===== src/sv/csvlp_pkg.sv =====
// ----------------------------------------------------------------------------
// CSV line parser package
// Shared payload types, result codes, character constants and helpers.
// ----------------------------------------------------------------------------
package csvlp_pkg;

	localparam int FIELD_COUNT_MAX_DEF = 255;
	localparam int QUEUE_DEPTH_DEF     = 4;

	localparam logic [7:0] CH_QUOTE = 8'h22;
	localparam logic [7:0] CH_COMMA = 8'h2C;
	localparam logic [7:0] CH_LF    = 8'h0A;
	localparam logic [7:0] CH_CR    = 8'h0D;
	localparam logic [7:0] CH_SPACE = 8'h20;
	localparam logic [7:0] CH_TAB   = 8'h09;
	localparam logic [7:0] CH_VT    = 8'h0B;
	localparam logic [7:0] CH_FF    = 8'h0C;

	localparam logic [1:0] KIND_BYTE = 2'd0;
	localparam logic [1:0] KIND_EOF  = 2'd1;
	localparam logic [1:0] KIND_EOL  = 2'd2;
	localparam logic [1:0] KIND_ERR  = 2'd3;

	localparam logic [1:0] ERR_NONE     = 2'd0;
	localparam logic [1:0] ERR_UNTERM   = 2'd1;
	localparam logic [1:0] ERR_JUNK     = 2'd2;

	typedef enum logic [2:0] {
		PH_START,
		PH_UNQ,
		PH_QUO,
		PH_QQ,
		PH_AFTER,
		PH_DONE,
		PH_ERR
	} phase_t;

	typedef struct packed {
		logic [7:0] char_in;
		logic       end_mark;
	} in_t;

	typedef struct packed {
		logic [1:0] kind;
		logic [7:0] data_byte;
		logic [7:0] field_index;
		logic [1:0] error_code;
		logic       last;
	} res_t;

	// One queue entry: the one or two results caused by a single input byte.
	typedef struct packed {
		res_t r0;
		res_t r1;
		logic two;
	} entry_t;

	function automatic res_t mk_res(logic [1:0] kind, logic [7:0] data_byte,
			logic [7:0] field_index, logic [1:0] error_code);
		res_t r;
		r.kind        = kind;
		r.data_byte   = data_byte;
		r.field_index = field_index;
		r.error_code  = error_code;
		r.last        = 1'b0;
		return r;
	endfunction

	function automatic logic is_blank(logic [7:0] c);
		return (c == CH_SPACE) || (c == CH_TAB) || (c == CH_VT) || (c == CH_FF);
	endfunction

endpackage


===== src/sv/csvlp_front.sv =====
// ----------------------------------------------------------------------------
// CSV line parser front end
// Accepts bytes, runs the parse state machine, emits result entries.
// ----------------------------------------------------------------------------
module csvlp_front #(
	parameter int FIELD_COUNT_MAX = csvlp_pkg::FIELD_COUNT_MAX_DEF
) (
	input  logic               clk,
	input  logic               arst_n,
	input  logic               accept,
	input  csvlp_pkg::in_t     item,
	output logic               push,
	output csvlp_pkg::entry_t  entry
);
	import csvlp_pkg::*;

	localparam logic [7:0] CAP = (FIELD_COUNT_MAX < 255) ? 8'(FIELD_COUNT_MAX) : 8'd255;

	phase_t     phase_q, phase_nxt;
	logic [7:0] fd_q, fd_nxt;
	logic [7:0] fd_inc;
	logic       have0, have1;
	logic       is_nl;
	res_t       r0, r1;

	always_ff @(posedge clk or negedge arst_n) begin
		if (!arst_n) begin
			phase_q <= PH_START;
			fd_q    <= 8'd0;
		end else if (accept) begin
			phase_q <= phase_nxt;
			fd_q    <= fd_nxt;
		end
	end

	always_comb begin
		fd_inc    = (fd_q < CAP) ? fd_q + 8'd1 : fd_q;
		is_nl     = (item.char_in == CH_LF) || (item.char_in == CH_CR);
		phase_nxt = phase_q;
		fd_nxt    = fd_q;
		have0     = 1'b0;
		have1     = 1'b0;
		r0        = mk_res(KIND_BYTE, 8'd0, fd_q, ERR_NONE);
		r1        = mk_res(KIND_BYTE, 8'd0, fd_q, ERR_NONE);
		if (item.end_mark) begin
			case (phase_q)
				PH_START: begin
					have0 = 1'b1;
					if (fd_q == 8'd0) begin
						have1 = 1'b1;
						r0    = mk_res(KIND_EOF, 8'd0, fd_q, ERR_NONE);
						r1    = mk_res(KIND_EOL, 8'd0, fd_inc, ERR_NONE);
					end else begin
						r0    = mk_res(KIND_EOL, 8'd0, fd_q, ERR_NONE);
					end
				end
				PH_UNQ, PH_QQ, PH_AFTER: begin
					have0 = 1'b1;
					have1 = 1'b1;
					r0    = mk_res(KIND_EOF, 8'd0, fd_q, ERR_NONE);
					r1    = mk_res(KIND_EOL, 8'd0, fd_inc, ERR_NONE);
				end
				PH_QUO: begin
					have0 = 1'b1;
					r0    = mk_res(KIND_ERR, 8'd0, fd_q, ERR_UNTERM);
				end
				default: begin
				end
			endcase
			phase_nxt = PH_START;
			fd_nxt    = 8'd0;
		end else begin
			case (phase_q)
				PH_START: begin
					if (item.char_in == CH_QUOTE) begin
						phase_nxt = PH_QUO;
					end else if (item.char_in == CH_COMMA) begin
						have0  = 1'b1;
						r0     = mk_res(KIND_EOF, 8'd0, fd_q, ERR_NONE);
						fd_nxt = fd_inc;
					end else if (is_nl) begin
						have0     = 1'b1;
						phase_nxt = PH_DONE;
						if (fd_q == 8'd0) begin
							have1  = 1'b1;
							r0     = mk_res(KIND_EOF, 8'd0, fd_q, ERR_NONE);
							r1     = mk_res(KIND_EOL, 8'd0, fd_inc, ERR_NONE);
							fd_nxt = fd_inc;
						end else begin
							r0     = mk_res(KIND_EOL, 8'd0, fd_q, ERR_NONE);
						end
					end else begin
						have0     = 1'b1;
						r0        = mk_res(KIND_BYTE, item.char_in, fd_q, ERR_NONE);
						phase_nxt = PH_UNQ;
					end
				end
				PH_UNQ: begin
					have0 = 1'b1;
					if (item.char_in == CH_COMMA) begin
						r0        = mk_res(KIND_EOF, 8'd0, fd_q, ERR_NONE);
						fd_nxt    = fd_inc;
						phase_nxt = PH_START;
					end else if (is_nl) begin
						have1     = 1'b1;
						r0        = mk_res(KIND_EOF, 8'd0, fd_q, ERR_NONE);
						r1        = mk_res(KIND_EOL, 8'd0, fd_inc, ERR_NONE);
						fd_nxt    = fd_inc;
						phase_nxt = PH_DONE;
					end else begin
						r0        = mk_res(KIND_BYTE, item.char_in, fd_q, ERR_NONE);
					end
				end
				PH_QUO: begin
					if (item.char_in == CH_QUOTE) begin
						phase_nxt = PH_QQ;
					end else begin
						have0 = 1'b1;
						r0    = mk_res(KIND_BYTE, item.char_in, fd_q, ERR_NONE);
					end
				end
				PH_QQ, PH_AFTER: begin
					if ((phase_q == PH_QQ) && (item.char_in == CH_QUOTE)) begin
						// A doubled quote stands for one quote byte.
						have0     = 1'b1;
						r0        = mk_res(KIND_BYTE, item.char_in, fd_q, ERR_NONE);
						phase_nxt = PH_QUO;
					end else if (item.char_in == CH_COMMA) begin
						have0     = 1'b1;
						r0        = mk_res(KIND_EOF, 8'd0, fd_q, ERR_NONE);
						fd_nxt    = fd_inc;
						phase_nxt = PH_START;
					end else if (is_nl) begin
						have0     = 1'b1;
						have1     = 1'b1;
						r0        = mk_res(KIND_EOF, 8'd0, fd_q, ERR_NONE);
						r1        = mk_res(KIND_EOL, 8'd0, fd_inc, ERR_NONE);
						fd_nxt    = fd_inc;
						phase_nxt = PH_DONE;
					end else if (is_blank(item.char_in)) begin
						phase_nxt = PH_AFTER;
					end else begin
						have0     = 1'b1;
						r0        = mk_res(KIND_ERR, 8'd0, fd_q, ERR_JUNK);
						phase_nxt = PH_ERR;
					end
				end
				default: begin
				end
			endcase
		end
		r0.last   = ~have1;
		r1.last   = 1'b1;
		entry.r0  = r0;
		entry.r1  = r1;
		entry.two = have1;
		push      = accept & have0;
	end

endmodule


===== src/sv/csvlp_queue.sv =====
// ----------------------------------------------------------------------------
// CSV line parser entry queue
// Small register FIFO between the parse front end and the output back end.
// ----------------------------------------------------------------------------
module csvlp_queue #(
	parameter int DEPTH = csvlp_pkg::QUEUE_DEPTH_DEF
) (
	input  logic               clk,
	input  logic               arst_n,
	input  logic               push,
	input  csvlp_pkg::entry_t  wr_entry,
	input  logic               pop,
	output csvlp_pkg::entry_t  head,
	output logic               nonempty,
	output logic               full
);
	import csvlp_pkg::*;

	localparam int PW = (DEPTH > 1) ? $clog2(DEPTH) : 1;
	localparam int CW = $clog2(DEPTH + 1);

	entry_t          mem_q [DEPTH];
	logic [PW-1:0]   wr_ptr_q, rd_ptr_q;
	logic [CW-1:0]   count_q;

	always_ff @(posedge clk) begin
		if (push) begin
			mem_q[wr_ptr_q] <= wr_entry;
		end
	end

	always_ff @(posedge clk or negedge arst_n) begin
		if (!arst_n) begin
			wr_ptr_q <= '0;
			rd_ptr_q <= '0;
			count_q  <= '0;
		end else begin
			if (push) begin
				wr_ptr_q <= (wr_ptr_q == PW'(DEPTH - 1)) ? '0 : wr_ptr_q + 1'b1;
			end
			if (pop) begin
				rd_ptr_q <= (rd_ptr_q == PW'(DEPTH - 1)) ? '0 : rd_ptr_q + 1'b1;
			end
			if (push && !pop) begin
				count_q <= count_q + 1'b1;
			end else if (pop && !push) begin
				count_q <= count_q - 1'b1;
			end
		end
	end

	assign head     = mem_q[rd_ptr_q];
	assign nonempty = (count_q != '0);
	assign full     = (count_q == CW'(DEPTH));

	a_count_bound: assert property (@(posedge clk) disable iff (!arst_n)
		count_q <= CW'(DEPTH))
		else $error("queue count exceeds depth");

	a_no_overflow: assert property (@(posedge clk) disable iff (!arst_n)
		push |-> !full)
		else $error("push into full queue");

	a_no_underflow: assert property (@(posedge clk) disable iff (!arst_n)
		pop |-> nonempty)
		else $error("pop from empty queue");

	a_ptr_track: assert property (@(posedge clk) disable iff (!arst_n)
		(count_q == '0) |-> (wr_ptr_q == rd_ptr_q))
		else $error("empty queue with unequal pointers");

endmodule


===== src/sv/csvlp_back.sv =====
// ----------------------------------------------------------------------------
// CSV line parser back end
// Unpacks queue entries into single results held in an output register.
// ----------------------------------------------------------------------------
module csvlp_back (
	input  logic               clk,
	input  logic               arst_n,
	input  csvlp_pkg::entry_t  head,
	input  logic               nonempty,
	output logic               pop,
	output logic               res_valid,
	input  logic               res_stall,
	output csvlp_pkg::res_t    res_data
);
	import csvlp_pkg::*;

	logic valid_q;
	logic half_q;
	res_t res_q;
	logic load;

	assign load = nonempty && (!valid_q || !res_stall);
	assign pop  = load && (!head.two || half_q);

	always_ff @(posedge clk or negedge arst_n) begin
		if (!arst_n) begin
			valid_q <= 1'b0;
			half_q  <= 1'b0;
		end else if (load) begin
			valid_q <= 1'b1;
			half_q  <= head.two && !half_q;
		end else if (!res_stall) begin
			valid_q <= 1'b0;
		end
	end

	always_ff @(posedge clk) begin
		if (load) begin
			res_q <= half_q ? head.r1 : head.r0;
		end
	end

	assign res_valid = valid_q;
	assign res_data  = res_q;

endmodule


===== src/sv/csv_line_field_parser_core.sv =====
// ----------------------------------------------------------------------------
// CSV line field parser core
// Splits one CSV line per end marker into field bytes, field, line and error marks.
// ----------------------------------------------------------------------------
//
//  Channel | Direction | Handshake             | Payload
//  --------+-----------+-----------------------+---------------------------------
//  byte    | in        | byte_valid/byte_stall | char_in, end_mark
//  res     | out       | res_valid/res_stall   | kind, data_byte, field_index,
//          |           |                       | error_code, last
//
// One input byte is taken per cycle while the entry queue has room; the parse
// state machine in the front end decides each byte in the cycle it is taken.
// A byte causes zero, one or two results; the back end sends one result per
// cycle while res_stall is low; a two-result entry is popped with its second.
// Reset returns the parser to field start with a zero count and empties the
// queue and output register. A stall on the result side fills the queue and
// then raises byte_stall; the input side never holds back the output side.
//
module csv_line_field_parser_core #(
	parameter int FIELD_COUNT_MAX = csvlp_pkg::FIELD_COUNT_MAX_DEF,
	parameter int QUEUE_DEPTH     = csvlp_pkg::QUEUE_DEPTH_DEF
) (
	input  logic             clk,
	input  logic             arst_n,
	input  logic             byte_valid,
	output logic             byte_stall,
	input  csvlp_pkg::in_t   byte_data,
	output logic             res_valid,
	input  logic             res_stall,
	output csvlp_pkg::res_t  res_data
);
	import csvlp_pkg::*;

	// A byte transfer happens whenever the queue can take its entry. The
	// front end advances its state only on a transfer.
	logic   accept;
	logic   push;
	logic   pop;
	logic   nonempty;
	logic   full;
	entry_t wr_entry;
	entry_t head;

	assign byte_stall = full;
	assign accept     = byte_valid && !full;

	// Front end: the parse state machine and the field counter.
	csvlp_front #(
		.FIELD_COUNT_MAX(FIELD_COUNT_MAX)
	) u_front (
		.clk    (clk),
		.arst_n (arst_n),
		.accept (accept),
		.item   (byte_data),
		.push   (push),
		.entry  (wr_entry)
	);

	// The queue decouples the byte side from the result side.
	csvlp_queue #(
		.DEPTH(QUEUE_DEPTH)
	) u_queue (
		.clk      (clk),
		.arst_n   (arst_n),
		.push     (push),
		.wr_entry (wr_entry),
		.pop      (pop),
		.head     (head),
		.nonempty (nonempty),
		.full     (full)
	);

	// Back end: one result transfer per cycle, while res_stall is low, from a registered output.
	csvlp_back u_back (
		.clk       (clk),
		.arst_n    (arst_n),
		.head      (head),
		.nonempty  (nonempty),
		.pop       (pop),
		.res_valid (res_valid),
		.res_stall (res_stall),
		.res_data  (res_data)
	);

endmodule


===== config.mk =====
export PLATFORM = sky130hd
export DESIGN_NAME = csv_line_field_parser_core
export DESIGN_NICKNAME = d
export VERILOG_FILES = /design/src/sv/csvlp_pkg.sv /design/src/sv/csvlp_front.sv /design/src/sv/csvlp_queue.sv /design/src/sv/csvlp_back.sv /design/src/sv/csv_line_field_parser_core.sv
export SDC_FILE = /design/constraint.sdc
export NUM_CORES = 1
export LEC_CHECK = 0
export BUFFER_PORTS_ARGS = -buffer_cell sky130_fd_sc_hd__buf_2
export CORE_ASPECT_RATIO = 0.5
export CORE_UTILIZATION = 45
export CTS_BUF_LIST = sky130_fd_sc_hd__clkbuf_2
export CTS_CLUSTER_SIZE = 16
export DETAILED_ROUTE_END_ITERATION = 16
export GPL_TIMING_DRIVEN = 0
export PLACE_DENSITY = 0.65
export SLEW_MARGIN = 15
export SYNTH_ARGS = -nofsm -noshare
export SYNTH_HDL_FRONTEND = slang
export SYNTH_SLANG_ARGS = --single-unit
export TNS_END_PERCENT = 50

===== constraint.sdc =====
create_clock -name clk -period 9.52 [get_ports clk]
set_input_delay 0.952 -clock clk [delete_from_list [all_inputs] [get_ports clk]]
set_output_delay 0.952 -clock clk [all_outputs]
set_load 0.005 [all_outputs]

# Word-level counts from Yosys, hierarchy flattened
# Memory sizes are Yosys's and may differ from the RTL's.
# Index checks and enable logic that the tools add are counted.
[totals]
inputBits = 13
latchBits = 0
ramBits = 168
elab_cells = 149
output_inout_bits = 23
mem_count = 1
register_bits = 41
romBits = 0
[memory_table]
columns = ["memory", "depth", "width", "read_ports", "rd_clocked_by_memory_dff", "wr", "line", "source"]
rows = [
  ["u_queue.mem_q", 4, 42, 1, 0, 1, "csvlp_queue.sv:22", "entry_t mem_q [DEPTH];"],
]
[op_classes]
n_lt_le_gt_ge = 1
n_mul = 0
n_reduce_logical = 32
n_div = 0
n_eq_ne = 23
n_shift = 0
bitwise = 2
addsub = 5
muxes = 73
[op_table]
columns = ["cell", "count"]
rows = [
  ["$mux 21", 19],
  ["$pmux 21 s3", 2],
  ["$pmux 21 s4", 1],
  ["$mux 8", 9],
  ["$pmux 21 s2", 1],
  ["$eq 8x4->1 const B", 5],
  ["$mux 3", 12],
  ["$eq 8x6->1 const B", 3],
  ["$pmux 8 s3", 1],
  ["$mux 20", 1],
  ["$mux 1", 19],
  ["$mux 19", 1],
  ["$ne 4x2->1 const B", 3],
  ["$pmux 3 s4", 1],
  ["$add 8x1->8 const B", 1],
  ["$logic_not 8->1", 1],
  ["$lt 8x8->1 const B", 1],
  ["$logic_and 1x1->1", 7],
  ["$logic_not 1->1", 7],
  ["$eq 3x2->1 const B", 2],
  ["$eq 3x3->1 const B", 2],
  ["$logic_or 1x1->1", 6],
  ["$mux 2", 3],
  ["$ne 3x3->1 const B", 2],
  ["other kinds (22)", 26],
]

# Depth between registers and ports, before layout
# Gate-level depths: netlist of the first run.
[logic_depth]
depth_word = 15
mapped_depth = 12
mapped_depth_nobuf = 11

# Modules after synthesis
# From an unflattened synthesis of the first run, not the netlist that was laid out.
[hier_totals]
cells_unflattened = 510
hier_area_um2 = 9158.8
[by_module_without_submodules]
columns = ["module", "area_each_um2", "cells_per_inst", "seq_area_each_um2", "instances"]
rows = [
  ["csvlp_queue", 6681.4, 262, 5340.1, 1],
  ["csvlp_front", 1481.4, 196, 275.3, 1],
  ["csvlp_back", 982.2, 51, 680.7, 1],
  ["csv_line_field_parser_core", 13.8, 1, 0.0, 1],
]

# Worst setup path after synthesis of the first run
# No wires, ideal clock.
[synth_timing]
kind = "input-to-reg"
start = "in byte_data[1] in the netlist's numbering"
end = "mem u_queue.mem_q[0][10] in the netlist's numbering, enable pin"
path_stages = 6
setup_slack_ns = 5.400
t_arrival_ns = 3.699
setup_ns = 0.421
path_buffers = 1
cell_sequence = "clkbuf_1 nor3_1 nand3_1 mux2i_1 o32a_1 nor2b_1"
[synth_between]
elab_chain_len = 13
[synth_rtl]
columns = ["element", "line", "source"]
rows = [
  ["from (decl)", "csv_line_field_parser_core.sv:28", "input csvlp_pkg::in_t byte_data,"],
  ["$eq 8x6->1 or $eq 8x4->1 (tied branches)", "csvlp_pkg.sv:70", "return (c == CH_SPACE) || (c == CH_TAB) || (c == CH_VT) || (c == CH_FF);"],
  ["$logic_or 1x1->1 (3 in a row)", "csvlp_pkg.sv:70", ""],
  ["$mux 1", "csvlp_front.sv:140", "end else if (is_blank(item.char_in)) begin"],
  ["$mux 1", "csvlp_front.sv:133", "end else if (is_nl) begin"],
  ["$mux 1", "csvlp_front.sv:128", "end else if (item.char_in == CH_COMMA) begin"],
  ["$mux 1", "csvlp_front.sv:123", "if ((phase_q == PH_QQ) && (item.char_in == CH_QUOTE)) begin"],
  ["$pmux 1 s3 *", "csvlp_front.sv:73", "case (phase_q)"],
  ["$mux 1 *", "csvlp_front.sv:45", "if (item.end_mark) begin"],
  ["$and 1x1->1 *", "csvlp_front.sv:157", "push = accept & have0;"],
  ["$mux 1 *", "csvlp_queue.sv:27", "if (push) begin"],
  ["$mux 1 (not written as such) *", "csvlp_queue.sv:28", "mem_q[wr_ptr_q] <= wr_entry;"],
  ["to (decl)", "csvlp_queue.sv:22", ""],
]
# Mark *: on every way between the ends. The rest lies on a longest branch, timed or not.

# Final worst setup path of the first run
[layout_timing]
start = "in byte_data[1] in the netlist's numbering"
end = "reg u_queue.count_q[2]"
[layout_between]
elab_chain_len = 14
[layout_rtl]
columns = ["element", "line", "source"]
rows = [
  ["$eq 8x6->1 or $eq 8x4->1 (tied branches)", "csvlp_pkg.sv:70", ""],
  ["$logic_or 1x1->1 (3 in a row)", "csvlp_pkg.sv:70", ""],
  ["$mux 1", "csvlp_front.sv:140", ""],
  ["$mux 1", "csvlp_front.sv:133", ""],
  ["$mux 1", "csvlp_front.sv:128", ""],
  ["$mux 1", "csvlp_front.sv:123", ""],
  ["$pmux 1 s3 *", "csvlp_front.sv:73", ""],
  ["$mux 1 *", "csvlp_front.sv:45", ""],
  ["$and 1x1->1 *", "csvlp_front.sv:157", ""],
  ["via push", "csv_line_field_parser_core.sv:38", "logic push;"],
  ["$logic_not 1->1", "csvlp_queue.sv:46", "end else if (pop && !push) begin"],
  ["$logic_and 1x1->1", "csvlp_queue.sv:46", ""],
  ["$reduce_bool 2->1 (no source line)", "n/a", ""],
  ["to (signal assigned)", "csvlp_queue.sv:45", "count_q <= count_q + 1'b1;"],
  ["to (signal assigned)", "csvlp_queue.sv:47", "count_q <= count_q - 1'b1;"],
  ["to (decl)", "csvlp_queue.sv:24", "logic [CW-1:0] count_q;"],
]
# The timed path passes the listed nets; every way through them passes the cells marked *.
# A chain may end at the register's enable or synchronous reset.

==> results.json, run 1 <==
{
  "cts_tree": "built",
  "clkPwrFrac_pct": 14.6,
  "finalCritPeriodShare_pct": 38.1,
  "busiest_layer": "met2",
  "io_pins": 36,
  "ctsLongestPathBuffers": 2,
  "drc": 0,
  "pwr-share-comb_pct": 40.8,
  "crit_family": "simple AND/OR/NAND/NOR gates",
  "layout_min_cycle_time_ns": 3.62,
  "cellPowerDensity_nw_per_um2": 311,
  "synth_top_area_share_pct": 55.7,
  "drive_above_1_share_pct": 20.3,
  "timing.critical_path.buf_inv": 4,
  "mappedNetlistArea_um2": 7600,
  "max_freq_mhz": 276,
  "rows": 33,
  "synthToLayoutAreaGrowth_pct": 11.9,
  "ant_nets": 0,
  "grt_setup_unrepaired": "false",
  "ys_types": 68,
  "ctsHtreeMaxLevel": 4,
  "synth-seq-cells": 161,
  "slew_headroom_pct": 31.3,
  "power_switching_mw": 1.02,
  "seq_power_share_pct": 44.6,
  "post_cts_buffers": 0,
  "slew_viol_final": 0,
  "synth.net_count": 576,
  "async_flop_share_pct": 12.4,
  "grtUsageMet2_pct": 33.3,
  "crit_start": "byte_data[1]",
  "detailed_place_hpwl_mm": 12.6,
  "portBuffers": 34,
  "ys.flop_type": "edfxtp_1",
  "drtIter0Drc": 712,
  "hold_violations": 0,
  "cts_hold_buf": 0,
  "power_leakage_nw": 2.93,
  "ir_worst_vdd_mv": 0.105,
  "synth_largest_area_cell": "edfxtp_1",
  "synth_area_per_cell_um2": 13.7,
  "p_int_mw": 1.62,
  "grt_pass1_wl_mm": 28.0,
  "synth-seq-area-share_pct": 62.3,
  "clkLatencyLatePin_ns": 0.73,
  "die_x_um": 186,
  "antenna_found_initial": 0,
  "hp-class": "in -> async",
  "cp-start-kind": "input port",
  "start_util_pct": 46.2,
  "die_area_um2": 17400,
  "crit_path_end_kind": "flip-flop",
  "worstPathArrival_ns": 4.27,
  "fin_worst_skew_ns": 0.0479,
  "numCtsBuffers": 17,
  "globalRouteMet1Util_pct": 32.7,
  "grt_start_max_net_pins": 23,
  "root_buffer": "clkbuf_2",
  "setup-tns-final_ns": 0,
  "core_um2": 16400,
  "crit_chain": "buf_2, clkbuf_1, nor3_1, nand3_1, mux2i_1, o32a_1, inv_1, ha_1, inv_1, fa_1, xor2_1, nor2_1, xor2_1",
  "required_ns": 10.17,
  "final.setup.worst_slack_ns": 5.90,
  "gp_congestion": 0.934,
  "max_cap_violations": 0,
  "cp_max_fo": 10,
  "cts_resized": 0,
  "fin_nets": 634,
  "grt_pass1_vias": 4955,
  "clock-sinks": 161,
  "first_pass_iters": 7,
  "die_h_um": 93.9,
  "dp_slack_ns": 5.20,
  "synth.area.top_cells": "edfxtp_1 56%, mux4_2 8.9%, dfrtp_1 6.6%",
  "worst_pin_slew_ns": 1.02,
  "regToRegStartpoint": "u_front.fd_q[0]",
  "post-route-cell-area_um2": 8500,
  "wl_per_cell_um": 21.1,
  "grt_overflow": 0,
  "place_area_um2": 8230,
  "cpMaxStageDelayCell": "nor3_1",
  "syn_inst": 554,
  "vias_per_cell": 5.98,
  "swShare_pct": 38.5,
  "synth_edf_count": 141,
  "finalSetupViolCount": 0,
  "clk_pin_slew_ns": 0.27,
  "wl_mm": 18.0,
  "use_met3_pct": 4.22,
  "vias": 5099,
  "grt_usage_pct": 22.1,
  "status": "finished clean",
  "cpPeakStageDelay_ns": 0.55,
  "ys_warn_count": 0,
  "worstSetupPathType": "in -> reg",
  "antenna-diode-count": 0
}
==> per-layer routing <==
metal / wire length, um / share of wire, %
met1: 8570 / 48
met2: 8050 / 45
met3: 1230 / 6.8
met4: 132 / 0.73
met5: 0 / 0
==> per-stage QoR <==
step                utilization, %  instances  hold slack [ns]  total power, mW
global placement              49.0        815            0.478             2.20
finish                        51.7        852            0.155             2.64
global route                  51.7        852            0.120             2.80
detailed placement            50.1        820            0.524             2.27
floorplan                        -        554            0.457             1.88
CTS                           51.7        852            0.121             2.64
==> final timing paths <==
kind	to	slack, ns	depth (start not counted)
setup / recovery	u_queue.count_q[2]	5.90	13
hold / removal	u_back.half_q	0.16	1
setup reg to reg	u_queue.mem_q[0][10]	5.93	9
hold reg to reg	u_queue.count_q[2]	0.55	1
max in group asynchronous	u_queue.count_q[2]	9.01	1
min in group clk	u_back.res_valid	0.49	3
==> layout make-up <==
cell class	count	area (um^2)
Timing Repair Buffer	39	308
Inverter	18	67.6
Buffer	36	145
Fill cell	1410	7930
Tap cell	227	284
Clock buffer	17	85.1
Multi-Input combinational cell	339	2690
Sequential cell	161	4730
Clock inverter	15	185
==> layout by cell type (no fill, tap or decap), types with 6 or more instances in the layout <==
cell type	instances
edfxtp_1	141
nor3_1	10
buf_2	35
nand2_1	56
clkbuf_2	18
o311ai_0	6
nor2_1	21
ha_1	8
a21oi_1	19
o211ai_1	6
nand4_1	6
and2_1	20
a21boi_0	6
clkbuf_1	28
o21ai_0	18
nand3_1	14
clkinv_8	6
a31oi_1	9
mux4_2	30
dfrtp_1	20
inv_1	17
mux2_2	8
==> cell families (layout without fill, tap and decap cells) <==
family | after synthesis | count (layout) | share of synthesized area [%]
flip-flops | 161 | 161 | 62.3
buffers and inverters | 54 | 125 | 2.80
AO/OA/AOI/OAI | 113 | 113 | 10.5
multiplexers | 41 | 41 | 10.5
AND/OR/NAND/NOR | 172 | 172 | 11.8
adder cells (fa/ha/maj) | 9 | 9 | 1.58
XOR/XNOR | 4 | 4 | 0.461
==> state kept, by name (all words and copies together) (netlist names) <==
name	cells
u_queue.mem_q	120
u_back.res_data	21
u_front.fd_q	8
u_front.phase_q	3
u_queue.count_q	3
u_queue.rd_ptr_q	2
u_queue.wr_ptr_q	2
u_back.half_q	1
u_back.res_valid	1
==> cells in the mapped netlist (5+ instances only) <==
| library cell | number |
|---|---|
| buf_1 | 5 |
| and2_1 | 20 |
| nand4_1 | 6 |
| o21ai_0 | 18 |
| nand3_1 | 14 |
| ha_1 | 8 |
| o311ai_0 | 6 |
| clkbuf_1 | 28 |
| a31oi_1 | 9 |
| dfrtp_1 | 20 |
| edfxtp_1 | 141 |
| o211ai_1 | 6 |
| nand2_1 | 56 |
| a21boi_0 | 6 |
| nor3_1 | 10 |
| mux4_2 | 30 |
| mux2_2 | 8 |
| or3_1 | 5 |
| inv_1 | 17 |
| a211oi_1 | 5 |
| nor2b_1 | 7 |
| nor2_1 | 21 |
| a21oi_1 | 20 |
==> power groups by stage <==
stage / combinational [mW] / sequential, mW / clock (mW)
3_5_place_dp: 1.07 / 1.20 / 0
3_3_place_gp: 0.999 / 1.20 / 0
4_1_cts: 1.07 / 1.18 / 0.392
6_report: 1.08 / 1.18 / 0.386
2_1_floorplan: 0.696 / 1.18 / 0
5_1_grt: 1.18 / 1.20 / 0.421
Power figures use the tool's default switching activity.
==> inputs of run 2 (changes only) <==
--- a/config.mk
+++ b/config.mk
@@ -12,7 +12,7 @@
 export CTS_CLUSTER_SIZE = 16
 export DETAILED_ROUTE_END_ITERATION = 16
 export GPL_TIMING_DRIVEN = 0
-export PLACE_DENSITY = 0.65
+export PLACE_DENSITY = 0.68
 export SLEW_MARGIN = 15
 export SYNTH_ARGS = -nofsm -noshare
 export SYNTH_HDL_FRONTEND = slang
==> constraint.sdc (replaced) <==
create_clock -name clk -period 3.2 [get_ports clk]
set_input_delay 0.32 -clock clk [delete_from_list [all_inputs] [get_ports clk]]
set_output_delay 0.32 -clock clk [all_outputs]
set_load 0.005 [all_outputs]
==> run 2 against run 1 <==
- sequential power grew to 3.0 times the previous value
- global-route usage shrank 0.49 points
- final cell count grew 0.70%
- routed wire length shrank 0.27%
- critical path depth shrank 7
- combinational power grew to 3.0 times the previous value
- die area is the same
- critical path type is now reg -> reg
- largest power group unchanged
==> results.json, run 2 (synthesized netlist as in run 1, its figures left out) <==
{
  "status": "finished clean",
  "first_pass_iters": 8,
  "grt_overflow": 0,
  "worstPathArrival_ns": 3.49,
  "drive_above_1_share_pct": 21.1,
  "regMostFlops": "u_queue.mem_q",
  "instances_no_fill": 858,
  "vias": 5131,
  "grt_setup_unrepaired": "false",
  "fin_nets": 639,
  "cts_tree": "built",
  "fin_worst_skew_ns": 0.0528,
  "place_area_um2": 8220,
  "ctsLongestPathBuffers": 2,
  "gp_congestion": 0.972,
  "ctsHtreeMaxLevel": 4,
  "crit_path_end_kind": "flip-flop",
  "cpPeakStageDelay_ns": 0.70,
  "wl_mm": 17.9,
  "grt_start_max_net_pins": 25,
  "hold_violations": 0,
  "clock-sinks": 161,
  "final_cell_mix": "141 x edfxtp_1, 56 x nand2_1, 35 x buf_2",
  "detailed_place_hpwl_mm": 12.4,
  "post_cts_buffers": 0,
  "start_util_pct": 46.2,
  "drtIter0Drc": 579,
  "wl_per_cell_um": 20.9,
  "portBuffers": 34,
  "numCtsBuffers": 17,
  "crit_family": "simple AND/OR/NAND/NOR gates",
  "ant_nets": 0,
  "drc": 0,
  "timing.critical_path.buf_inv": 1,
  "slew_viol_final": 0,
  "crit_chain": "clkbuf_1, nor3_1, nand2_1, or3_1, a221o_1, a32oi_2",
  "cp-start-kind": "flip-flop",
  "slew_headroom_pct": 31.8,
  "post-route-cell-area_um2": 8570,
  "max_cap_violations": 0,
  "grt_pass1_vias": 4752,
  "synthToLayoutAreaGrowth_pct": 12.7,
  "clk_pin_slew_ns": 0.26,
  "nFillCells": 1423,
  "root_buffer": "clkbuf_2",
  "mostFrequentLayoutCell": "edfxtp_1",
  "largest_register_ffs": 120,
  "die_area_um2": 17400,
  "worst_pin_slew_ns": 1.01,
  "finalSetupViolCount": 0,
  "clkLatencyLatePin_ns": 0.71,
  "worstSetupPathType": "reg -> reg",
  "max_freq_mhz": 334,
  "layout_min_cycle_time_ns": 3.00,
  "die_x_um": 186,
  "core_um2": 16400,
  "finalCritPeriodShare_pct": 93.7,
  "power_leakage_nw": 2.97,
  "cp_max_fo": 10,
  "io_pins": 36,
  "antenna_found_initial": 1,
  "post-route-util_pct": 52.1,
  "hp-class": "in -> reg",
  "vias_per_cell": 5.98,
  "required_ns": 3.69,
  "cellPowerDensity_nw_per_um2": 920,
  "die_h_um": 93.9,
  "grt_usage_pct": 21.6,
  "ir_worst_vdd_mv": 0.317,
  "grt_pass1_wl_mm": 27.4,
  "place_inst": 820,
  "cpMaxStageDelayCell": "nor3_1",
  "rows": 33
}
run 2: power by group:
part | total, mW | leakage, nW | internal (mW) | switching (mW)
Combinational | 3.22 | 1.23 | 1.34 | 1.88
Sequential | 3.50 | 1.58 | 3.24 | 0.265
Clock | 1.16 | 0.152 | 0.332 | 0.825
Total | 7.88 | 2.97 | 4.91 | 2.97
run 2: through the flow:
stage	TNS (ns)	hold slack, ns	setup slack [ns]	power, mW
final	0	0.0673	0.203	7.88
after global routing	0	0.00600	0.0696	8.35
after CTS	0	0.0321	0.0173	7.86
after detailed placement	-19.52	0.330	-0.416	6.73
after global placement	-216.98	0.330	-1.78	6.52
after floorplan	-34.55	0.0244	-0.288	5.58
run 2: per-layer routing:
| metal | vias up | track usage (%) | part of all wire (%) |
|---|---|---|---|
| li1 | 2307 | - | - |
| met1 | 2585 | 32.9 | 48 |
| met2 | 223 | 31.7 | 44 |
| met3 | 16 | 4.38 | 7.3 |
| met4 | 0 | 4.58 | 0.91 |
| met5 | - | 0 | 0 |
run 2: area by class of cell:
type,instances,area (um^2),share of cell area (%)
Tap cell,227,284,3.32
Sequential cell,161,4730,55.3
Multi-Input combinational cell,339,2730,31.8
Clock inverter,14,165,1.93
Clock buffer,18,90.1,1.05
Buffer,36,146,1.71
Antenna cell,1,2.50,0.0292
Inverter,18,67.6,0.789
Timing Repair Buffer,44,350,4.09
run 2: path summary, 6_finish.rpt:
kind,slack [ns],depth (start not counted),startpoint,end
setup / recovery,0.20,6,u_front.fd_q[5],u_queue.mem_q[0][4]
hold / removal,0.07,2,byte_data[8],u_queue.mem_q[0][39]
setup reg to reg,0.20,6,u_front.fd_q[5],u_queue.mem_q[0][4]
hold reg to reg,0.51,1,u_queue.count_q[2],u_queue.count_q[2]
max in group asynchronous,2.72,2,arst_n,u_front.fd_q[2]
min in group asynchronous,0.09,2,arst_n,u_queue.wr_ptr_q[1]
run 2: what timing repair did:
item                                   in CTS  in global routing
endpoints found under the hold margin      25                  8
hold buffers                                3                  2
gates resized for setup                     1                  7
setup endpoints to repair                  12                 16
run 2: worst register-to-register path, stage by stage, from the launching register on:
cell      delay, ns
dfrtp_1        0.50
clkbuf_1       0.28
nor3_1         0.70
nand2_1        0.28
or3_1          0.37
a221o_1        0.35
a32oi_2        0.32
==> inputs of run 3 (changes only) <==
--- a/config.mk
+++ b/config.mk
@@ -12,7 +12,6 @@
 export CTS_CLUSTER_SIZE = 16
 export DETAILED_ROUTE_END_ITERATION = 16
 export GPL_TIMING_DRIVEN = 0
-export PLACE_DENSITY = 0.68
 export SLEW_MARGIN = 15
 export SYNTH_ARGS = -nofsm -noshare
 export SYNTH_HDL_FRONTEND = slang
==> run 3 against run 2 <==
- utilization hardly changed
- sequential share of layout area hardly changed
- sequential power hardly changed
- clock power is 6% higher
- non-clock buffer count is 2 lower
- clock skew is 0.0063 ns higher
- die area stayed put
- via count is 1.0% lower
- total power is 0.92% higher
- routed wire length is 1.8% higher
- cell area hardly changed
- final cell count is 0.23% lower
- critical path type unchanged
- critical endpoint is now u_queue.mem_q[1][10]
- largest power group unchanged
==> results.json, run 3 (synthesized netlist as in run 1, its figures left out) <==
{
  "status": "finished clean",
  "final.setup.worst_slack_ns": 0.151,
  "rows": 33,
  "crit_chain": "clkbuf_2, inv_1, ha_1, nor4b_4, nand3_1, nand2_1, o21ai_0, inv_2, o2bb2ai_1",
  "io_pins": 36,
  "setup-tns-final_ns": 0,
  "cts_tree": "built",
  "mostFrequentLayoutCell": "edfxtp_1",
  "core_um2": 16400,
  "worstPathArrival_ns": 3.49,
  "max_freq_mhz": 328,
  "first_pass_iters": 5,
  "clk_pin_slew_ns": 0.25,
  "power_leakage_nw": 2.97,
  "swShare_pct": 38.0,
  "drc": 0,
  "clock-sinks": 161,
  "ir_worst_vdd_mv": 0.335,
  "worst_pin_slew_ns": 1.04,
  "wl_per_cell_um": 21.3,
  "post_cts_buffers": 0,
  "p_int_mw": 4.93,
  "pwr-share-comb_pct": 40.5,
  "vias_per_cell": 5.93,
  "grt_overflow": 0,
  "drtIter0Drc": 624,
  "largest_register_ffs": 120,
  "required_ns": 3.64,
  "routed-wl-met2_mm": 7.91,
  "slew_headroom_pct": 29.8,
  "worstSetupPathType": "reg -> reg",
  "path_depth": 9,
  "min_path_cells": 2,
  "antenna_found_initial": 1,
  "synthToLayoutAreaGrowth_pct": 12.8,
  "grt_start_max_net_pins": 24,
  "fin_worst_skew_ns": 0.0591,
  "rr_worst_depth": 9,
  "die_h_um": 93.9,
  "layout_min_cycle_time_ns": 3.05,
  "wl_mm": 18.2,
  "cellPowerDensity_nw_per_um2": 928,
  "start_util_pct": 46.2,
  "hold_violations": 0,
  "crit_family": "simple AND/OR/NAND/NOR gates",
  "power_switching_mw": 3.03,
  "die_area_um2": 17400,
  "ctsHtreeMaxLevel": 4,
  "grt_pass1_wl_mm": 27.9,
  "cp_max_fo": 10,
  "fin_nets": 637,
  "clkLatencyLatePin_ns": 0.71,
  "seq_power_share_pct": 44.0,
  "ctsLongestPathBuffers": 2,
  "cp-start-kind": "flip-flop",
  "max_cap_violations": 0,
  "grt_usage_pct": 22.0,
  "drive_above_1_share_pct": 20.9,
  "portBuffers": 34,
  "gp_congestion": 0.922,
  "crit_path_end_kind": "flip-flop",
  "dp_slack_ns": -0.454,
  "nFillCells": 1412,
  "grt_setup_unrepaired": "false",
  "regMostFlops": "u_queue.mem_q",
  "finalSetupViolCount": 0,
  "hp-class": "in -> reg",
  "finalCritPeriodShare_pct": 95.3,
  "timing.critical_path.buf_inv": 3,
  "highest_layer": "met4",
  "final_cell_mix": "141 x edfxtp_1, 56 x nand2_1, 35 x buf_2",
  "ant_nets": 0,
  "finalPower_mw": 7.96,
  "wl_met3_um": 940,
  "detailed_place_hpwl_mm": 12.7,
  "die_x_um": 186,
  "vias": 5079,
  "numCtsBuffers": 17,
  "met1_length_mm": 9.26,
  "clkPwrFrac_pct": 15.4,
  "root_buffer": "clkbuf_2",
  "cpPeakStageDelay_ns": 0.52,
  "slew_viol_final": 0,
  "cpMaxStageDelayCell": "dfrtp_1",
  "grt_pass1_vias": 4752
}
==> run 3: changes by cell type in the layout (fill, tap and decap cells not counted), moves of 2 or more <==
| cell | change |
|---|---|
| inv_8 | +2 |
| inv_6 | -4 |
| clkinv_8 | +4 |
| dlygate4sd3_1 | -2 |
==> run 3: routing by layer <==
metal	GRT usage [%]	vias to the layer above
met1	34.6	2583
li1	-	2308
met5	0	-
met4	3.89	0
met3	3.64	19
met2	31.9	169
==> run 3: worst paths after layout <==
kind | startpoint | endpoint | slack (ns)
worst min register to register | u_queue.count_q[2] | u_queue.count_q[2] | 0.53
max in group asynchronous | arst_n | u_front.fd_q[1] | 2.70
worst max register to register | u_front.fd_q[0] | u_queue.mem_q[1][10] | 0.15
worst min-delay path | byte_data[4] | u_queue.mem_q[0][35] | 0.09
worst max-delay path | u_front.fd_q[0] | u_queue.mem_q[1][10] | 0.15
min in group asynchronous | arst_n | u_queue.rd_ptr_q[0] | 0.10
==> run 3: per-stage QoR <==
stage / utilization, % / hold WS [ns] / std cells / instance area [um^2]
2_1_floorplan: - / 0.0244 / 554 / 7600
3_3_place_gp: 49.0 / 0.339 / 815 / 8050
3_5_place_dp: 50.0 / 0.347 / 820 / 8220
4_1_cts: 52.0 / 0.00354 / 854 / 8540
5_1_grt: 52.2 / 0.0231 / 856 / 8570
6_report: 52.2 / 0.0936 / 856 / 8570
==> run 3: cell type report <==
cell class	instances	area (um^2)	area share, %
Multi-Input combinational cell	339	2710	31.6
Tap cell	227	284	3.31
Clock inverter	15	210	2.45
Clock buffer	17	85.1	0.993
Timing Repair Buffer	42	330	3.85
Inverter	18	67.6	0.788
Sequential cell	161	4730	55.2
Buffer	36	146	1.71
Antenna cell	1	2.50	0.0292
==> run 3: power groups by stage <==
stage          Sequential (mW)  Combinational, mW  Clock [mW]
2_1_floorplan             3.51               2.07           0
3_3_place_gp              3.57               2.98           0
3_5_place_dp              3.56               3.19           0
4_1_cts                   3.50               3.21        1.26
5_1_grt                   3.57               3.52        1.35
6_report                  3.50               3.23        1.23
==> run 3: repair_timing <==
action                     CTS  global route
setup endpoints to repair    8             9
hold buffers                 2             1
resized for setup            1             5
hold endpoints to repair    22             1
pin swaps                    0             0
cloned                       0             0
